[src/rtl/cbc_pkg.sv]
// ----------------------------------------------------------------------------
// Cartridge bank controller package
// Request and mapper codes, register indexes, address boundaries and the
// request/response types of the shared remainder unit.
// ----------------------------------------------------------------------------
package cbc_pkg;

  // Remainder unit widths: dividend, divisor and step count.
  localparam int MOD_DW = 21;
  localparam int MOD_VW = 18;
  localparam int MOD_SW = 5;

  // ROM bank geometry.
  localparam int ROM_BANK_BYTES = 16384;
  localparam int ROM_BANK_SHIFT = 14;

  // Request codes.
  localparam logic [2:0] REQ_ROM_READ  = 3'd0;
  localparam logic [2:0] REQ_CONTROL   = 3'd1;
  localparam logic [2:0] REQ_RAM_READ  = 3'd2;
  localparam logic [2:0] REQ_RAM_WRITE = 3'd3;
  localparam logic [2:0] REQ_SAVE_DONE = 3'd4;

  // Mapper codes; any other code behaves as a plain cartridge.
  localparam logic [2:0] MAP_MBC1 = 3'd1;
  localparam logic [2:0] MAP_MBC2 = 3'd2;
  localparam logic [2:0] MAP_MBC3 = 3'd3;
  localparam logic [2:0] MAP_MBC5 = 3'd4;

  // Configuration register indexes.
  localparam logic [2:0] CFG_MAPPER_MODEL   = 3'd0;
  localparam logic [2:0] CFG_ROM_BANK_COUNT = 3'd1;
  localparam logic [2:0] CFG_RAM_BANK_COUNT = 3'd2;
  localparam logic [2:0] CFG_RAM_SIZE_BYTES = 3'd3;
  localparam logic [2:0] CFG_CLOCK_PRESENT  = 3'd4;
  localparam logic [2:0] CFG_SAVE_ENABLED   = 3'd5;

  // Control region boundaries.
  localparam logic [14:0] ADDR_ROM_LOW_SEL  = 15'h2000;
  localparam logic [14:0] ADDR_ROM_HIGH_SEL = 15'h3000;
  localparam logic [14:0] ADDR_RAM_SEL      = 15'h4000;
  localparam logic [14:0] ADDR_MODE_SEL     = 15'h6000;
  localparam logic [14:0] ADDR_ROM_SWITCHED = 15'h4000;

  // Work handed to the remainder unit.
  typedef struct packed {
    logic [MOD_DW-1:0] dividend;
    logic [MOD_SW-1:0] steps;
    logic [MOD_VW-1:0] divisor;
  } mod_req_t;

  // Result returned by the remainder unit.
  typedef struct packed {
    logic              done;
    logic [MOD_VW-1:0] remainder;
  } mod_rsp_t;

endpackage

[src/rtl/cbc_mod.sv]
// ----------------------------------------------------------------------------
// Shared remainder unit
// Restoring remainder, one dividend bit per cycle; the caller gives the
// number of significant dividend bits. A zero divisor returns the dividend, cut to the remainder width.
// ----------------------------------------------------------------------------
module cbc_mod (
  input  logic              clk,
  input  logic              rst,
  input  logic              start,
  input  cbc_pkg::mod_req_t req,
  output cbc_pkg::mod_rsp_t rsp
);

  logic                         busy;
  logic                         done;
  logic [cbc_pkg::MOD_SW-1:0]   count;
  logic [cbc_pkg::MOD_DW-1:0]   shifter;
  logic [cbc_pkg::MOD_VW-1:0]   divisor_q;
  logic [cbc_pkg::MOD_VW-1:0]   rem;
  logic [cbc_pkg::MOD_VW:0]     trial;
  logic                         fits;

  // Bring down the next dividend bit and test against the divisor.
  assign trial = {rem, shifter[cbc_pkg::MOD_DW-1]};
  assign fits  = trial >= {1'b0, divisor_q};

  // Step counter and completion pulse.
  always_ff @(posedge clk) begin
    if (rst) begin
      busy  <= 1'b0;
      done  <= 1'b0;
      count <= '0;
    end else begin
      done <= 1'b0;
      if (start) begin
        busy  <= 1'b1;
        count <= req.steps;
      end else if (busy) begin
        count <= count - 1'b1;
        if (count == cbc_pkg::MOD_SW'(1)) begin
          busy <= 1'b0;
          done <= 1'b1;
        end
      end
    end
  end

  // Datapath: the dividend is left-aligned so that only its live bits are stepped.
  always_ff @(posedge clk) begin
    if (start) begin
      shifter   <= req.dividend << (cbc_pkg::MOD_SW'(cbc_pkg::MOD_DW) - req.steps);
      divisor_q <= req.divisor;
      rem       <= '0;
    end else if (busy) begin
      shifter <= shifter << 1;
      rem     <= fits ? cbc_pkg::MOD_VW'(trial - {1'b0, divisor_q})
                      : trial[cbc_pkg::MOD_VW-1:0];
    end
  end

  assign rsp.done      = done;
  assign rsp.remainder = rem;

endmodule

[config.mk]
export PLATFORM = sky130hd
export DESIGN_NAME = cbc_mod
export DESIGN_NICKNAME = d
export VERILOG_FILES = /design/src/rtl/cbc_pkg.sv /design/src/rtl/cbc_mod.sv
export SDC_FILE = /design/constraint.sdc
export NUM_CORES = 1
export LEC_CHECK = 0
export BUFFER_PORTS_ARGS = -buffer_cell sky130_fd_sc_hd__buf_2
export CORE_UTILIZATION = 58
export CTS_CLUSTER_DIAMETER = 200
export CTS_CLUSTER_SIZE = 30
export DETAILED_ROUTE_END_ITERATION = 12
export PLACE_DENSITY = 0.81
export REMOVE_ABC_BUFFERS = 1
export SLEW_MARGIN = 10
export SYNTH_ARGS = -nofsm -noshare
export SYNTH_HDL_FRONTEND = slang
export SYNTH_SLANG_ARGS = --single-unit
[constraint.sdc]
create_clock -name clk -period 3 [get_ports clk]
set_input_delay 0.45 -clock clk [delete_from_list [all_inputs] [get_ports clk]]
set_output_delay 0.45 -clock clk [all_outputs]
set_load 0.02 [all_outputs]
==> Word level (Yosys, flattened, before mapping) <==
Index checks and enable logic that the tools add are counted.
{ "classes": {"bitwise": 1, "reduce_logical": 2, "shift": 1, "eq_ne": 1, "add_sub_neg": 3, "magnitude_cmp": 1, "muxes": 9} }
{ "op_table": {"columns": ["op", "count"], "rows": [
  ["$mux 21", 2],
  ["$shl 21x5->21", 1],
  ["$ge 19x18->1", 1],
  ["$mux 18", 1],
  ["$sub 18x18->18", 1],
  ["$mux 5", 2],
  ["$eq 5x1->1 const B", 1],
  ["$sub 5x1->5 const B", 1],
  ["$sub 5x5->5 const A", 1],
  ["$mux 1", 4],
  ["$reduce_or 3->1", 1],
  ["$reduce_bool 2->1", 1],
  ["$not 1->1", 1]
]} }
{ "totals": {"wordCells": 24, "register_bits": 64, "inputBits": 47, "output_inout_bits": 19} }

==> Longest topological paths before layout <==
{ "logic_depth": {"ltp_word": 4, "mapped_depth": 12, "mapped_depth_nobuf": 10} }

==> Worst setup path after synthesis <==
OpenSTA, ideal clock, no wires.
{ "synth_path": {"kind": "register to register", "from": "reg rem[0] (netlist bit)", "to": "reg rem[16] (netlist bit)", "arrival_time_ps": 2167, "period_less_slack_ps": 2254, "t_required_ps": 2913, "setup_ps": 87, "path_buffers": 0, "path_slack_ps": 746, "stages_incl_launch_ff": 10, "cell_sequence": "dfxtp_1 inv_1 fa_1 nand2b_1 a21oi_2 o21ai_1 o31ai_2 a221oi_1 xor2_1 o31ai_1"} }
{ "synth_between": {"elab_chain_len": 2} }
{ "synth_lines": {"columns": ["item", "line", "text"], "rows": [
  ["from (decl)", "cbc_mod.sv:19", "logic [cbc_pkg::MOD_VW-1:0] rem;"],
  ["from (signal assigned)", "cbc_mod.sv:56", "rem <= fits ? cbc_pkg::MOD_VW'(trial - {1'b0, divisor_q})"],
  ["$sub 18x18->18 / $ge 19x18->1 (equally long branches)", "cbc_mod.sv:56, cbc_mod.sv:25", null],
  ["$mux 18 *", "cbc_mod.sv:56", null]
]} }
Mark *: on every way between the ends. The rest lies on a longest branch, timed or not.
A chain may end at the register's enable or synchronous reset.

==> Final worst setup path <==
{ "layout_path": {"from": "reg shifter[20] (netlist bit)", "to": "reg rem[16] (netlist bit)"} }
{ "layout_between": {"elab_chain_len": 2} }
{ "layout_lines": {"columns": ["item", "line", "text"], "rows": [
  ["from (decl)", "cbc_mod.sv:17", "logic [cbc_pkg::MOD_DW-1:0] shifter;"],
  ["from (signal assigned)", "cbc_mod.sv:51", "shifter <= req.dividend << (cbc_pkg::MOD_SW'(cbc_pkg::MOD_DW) - req.steps);"],
  ["from (signal assigned)", "cbc_mod.sv:55", "shifter <= shifter << 1;"],
  ["$sub 18x18->18 / $ge 19x18->1 (equally long branches)", "cbc_mod.sv:56, cbc_mod.sv:25", null],
  ["$mux 18 *", "cbc_mod.sv:56", null]
]} }
Marks and branches as above.

==> reports/results.tsv <==
stage	metric	value	unit
yosys	Unique masters post-synth	59	
timing	f_max	0.408	GHz
cells_and_area	Final Cell Area	0.00492	mm^2
timing	TNS Setup	0	ns
route	vias per inst	5.98	
route	Total Wirelength	10100	um
yosys	Commonest cells post-synth	a21oi_1 (44), nor2_1 (40), edfxtp_1 (39), nand2_1 (36), mux2i_1 (28)	
route	WL/cell	16.5	um
global_routing	gr ovfl total	0	
yosys	Post-synth EDFFs	39	
yosys	Compound-Gate Fraction of Synth Area	20.2	%
yosys	Mean Syn Cell Area	9.63	um^2
yosys	top-count cell post-synth	a21oi_1	
placed_design	GP Congestion	0.919	
timing	Hold Vio Cnt, Final	0	
timing	minimum clock period	2.45	ns
yosys	Seq/Total Area, Yosys	38.8	%
worst_setup_path	critical path class	flop to flop	
outcome	status	completed	
power_and_ir_drop	leak pwr	2.13	nW
global_routing	first-pass GRT wire length	16500	um
global_routing	met3 usage	6.79	%
route	Pre-Repair DR Iteration Count	5	
cts	Worst-Skew Late Latency	0.35	ns
cts	cts repair resizes	0	
timing	Max Slew Vio Count	0	
timing	clock skew	0.0133	ns
timing	Final Cycle Share	81.6	%
run	max cap viols	0	
yosys	post-synthesis xor/xnor area fraction	4.48	%
floorplan	core area	0.00721	mm^2
floorplan	row count	31	
cts	Num Clock Sinks	64	
yosys	Simple-Gate Fraction of Synth Area	13.0	%
global_routing	GRT met1 Usage	32.1	%
cts	CTS tree	done	
worst_setup_path	Worst Path Max Fanout	3	
cells_and_area	share of cells above drive strength 1	21.9	%
hold_path	Hold WC Path Type	input pin to flop	
placed_design	DP Wirelength	7240	um
yosys	Syn Inst Count	447	
timing	RSZ-0062 raised after global routing	no	
cells_and_area	Layout area overhead	14.2	%
global_routing	GRT Max-Usage Layer	met2	
floorplan	die height	88.2	um
cts	CTS buffer count	9	
cts	clk slew on worst S/H paths	0.08	ns
worst_setup_path	CP startpoint kind	flop	
route	Routed Antenna Nets	0	
floorplan	die area	0.00777	mm^2
cells_and_area	Filler cells	586	
power_and_ir_drop	VDD IR max	0.000424	V
floorplan	Ports	66	
yosys	post-synth design cell area	0.00431	mm^2
cts	clock buffer depth	2	
global_routing	M2 GR Usage	48.8	%
timing	Rel. slew slack	27.2	%
route	drt drc	0	
worst_setup_path	Worst Reg-to-Reg Cells	10	
yosys	Yosys top cell by area	edfxtp_1	
global_routing	vias in the first global route	3586	
yosys	ranking of synthesized cells by area	edfxtp_1 (27%), dfxtp_1 (12%), mux2i_1 (6.5%)	
power_and_ir_drop	Tot Pwr	2.49	mW
cells_and_area	Final #Nets	575	
route	DRT iter0 DRCs	176	
floorplan	Initial Utilization	59.7	%
timing	final setup fails	0	
timing	Worst-Margin Slew	1.08	ns
yosys	Syn. warnings	0	
power_and_ir_drop	power density cells	506	mW/mm^2
global_routing	largest net degree at the start of global routing	30	
placed_design	Area after DPL	0.00467	mm^2
yosys	largest family of logic cells by synthesized area	compound AO/OA/AOI/OAI gates	
cts	hold buffer count at cts	0	
global_routing	initial antenna violation count	0	
yosys	dominant synthesized flop cell	edfxtp_1	
route	via count	3645	
hold_path	worst hold path depth	1	
cts	Post-CTS Setup Repair Bufs	0	
yosys	mux cell area share after synthesis	11.2	%
worst_setup_path	crit path DAT	2.71	ns
floorplan	Horiz. Die Dim	88.2	um
placed_design	Port Buffers	65	
cts	H-tree Lvls	3	
global_routing	GRT Util Overall	27.7	%
worst_setup_path	Setup crit end kind	flop	
yosys	asr flop ratio synth	0	%
worst_setup_path	worst endpoint required time	3.26	ns
cells_and_area	# diodes	0	
yosys	post-synth top area share	27.2	%
yosys	#FFs+latches synth	64	
cts	Root Buffer	clkbuf_8	
yosys	adder-cell share of the synthesized area	6.57	%
==> final timing paths <==
| check | slack [ns] | from | to |
|---|---|---|---|
| min | 0.27 | req[14] | divisor_q[14]$_DFFE_PP_ |
| min reg2reg | 0.51 | rem[2]$_SDFFE_PP0P_ | rem[2]$_SDFFE_PP0P_ |
| max reg2reg | 0.55 | shifter[20]$_DFFE_PP_ | rem[16]$_SDFFE_PP0P_ |
| max | 0.55 | shifter[20]$_DFFE_PP_ | rem[16]$_SDFFE_PP0P_ |
==> layout by cell type (no fill, tap or decap), types with 10 or more instances in the layout <==
cell and count:
a211oi_1 10, a21oi_1 44, buf_2 65, dfxtp_1 25, edfxtp_1 39, ha_1 21
inv_1 26, mux2i_1 28, nand2_1 36, nor2_1 40, o21ai_0 17, o2bb2ai_1 11
xnor2_1 15
==> metrics by stage <==
step,instances,utilization (%),hold slack [ns],setup slack (ns)
floorplan,421,-,0.490,0.404
global placement,594,64.8,0.482,0.625
detailed placement,594,64.8,0.503,0.559
CTS,610,68.2,0.260,0.546
global route,610,68.2,0.254,0.375
finish,610,68.2,0.268,0.551
==> layout make-up <==
class	instances	area, um^2	area share [%]
Timing Repair Buffer	74	393	7.99
Multi-Input combinational cell	331	2390	48.6
Inverter	26	97.6	1.98
Clock inverter	7	120	2.44
Tap cell	99	124	2.52
Sequential cell	64	1670	34.0
Clock buffer	9	124	2.52
==> sequential cells by signal, indices dropped and copies added, names as in the netlist <==
name	count
shifter	21
busy	1
rem	18
done	1
count	5
divisor_q	18
==> critical path, stage by stage (launching register included) <==
cell,delay [ns]
edfxtp_1,0.38
inv_1,0.05
ha_1,0.21
fa_1,0.40
nand2b_1,0.19
a21oi_2,0.18
o21ai_1,0.15
o31ai_2,0.33
a221oi_1,0.13
xor2_1,0.15
o31ai_1,0.18
==> metal layers <==
| metal | vias up | part of all wire [%] |
|---|---|---|
| met5 | - | 0 |
| met4 | 0 | 3.2 |
| met3 | 29 | 6.0 |
| met2 | 132 | 50 |
| met1 | 1715 | 41 |
| li1 | 1769 | - |
==> cells by family (layout without fill, tap and decap cells) <==
logic type | Yosys count | in the layout
AO/OA/AOI/OAI | 129 | 129
AND/OR/NAND/NOR | 118 | 118
flip-flops | 64 | 64
buffers and inverters | 52 | 116
multiplexers | 40 | 40
adder cells (fa/ha/maj) | 22 | 22
XOR/XNOR | 22 | 22
==> power by group <==
part | internal [mW] | total [mW] | leakage (nW) | switching, mW
combinational | 0.217 | 0.531 | 1.41 | 0.314
clock | 0.553 | 0.907 | 0.119 | 0.354
sequential | 1.01 | 1.05 | 0.601 | 0.0366
(Power assumes the default switching activity.)
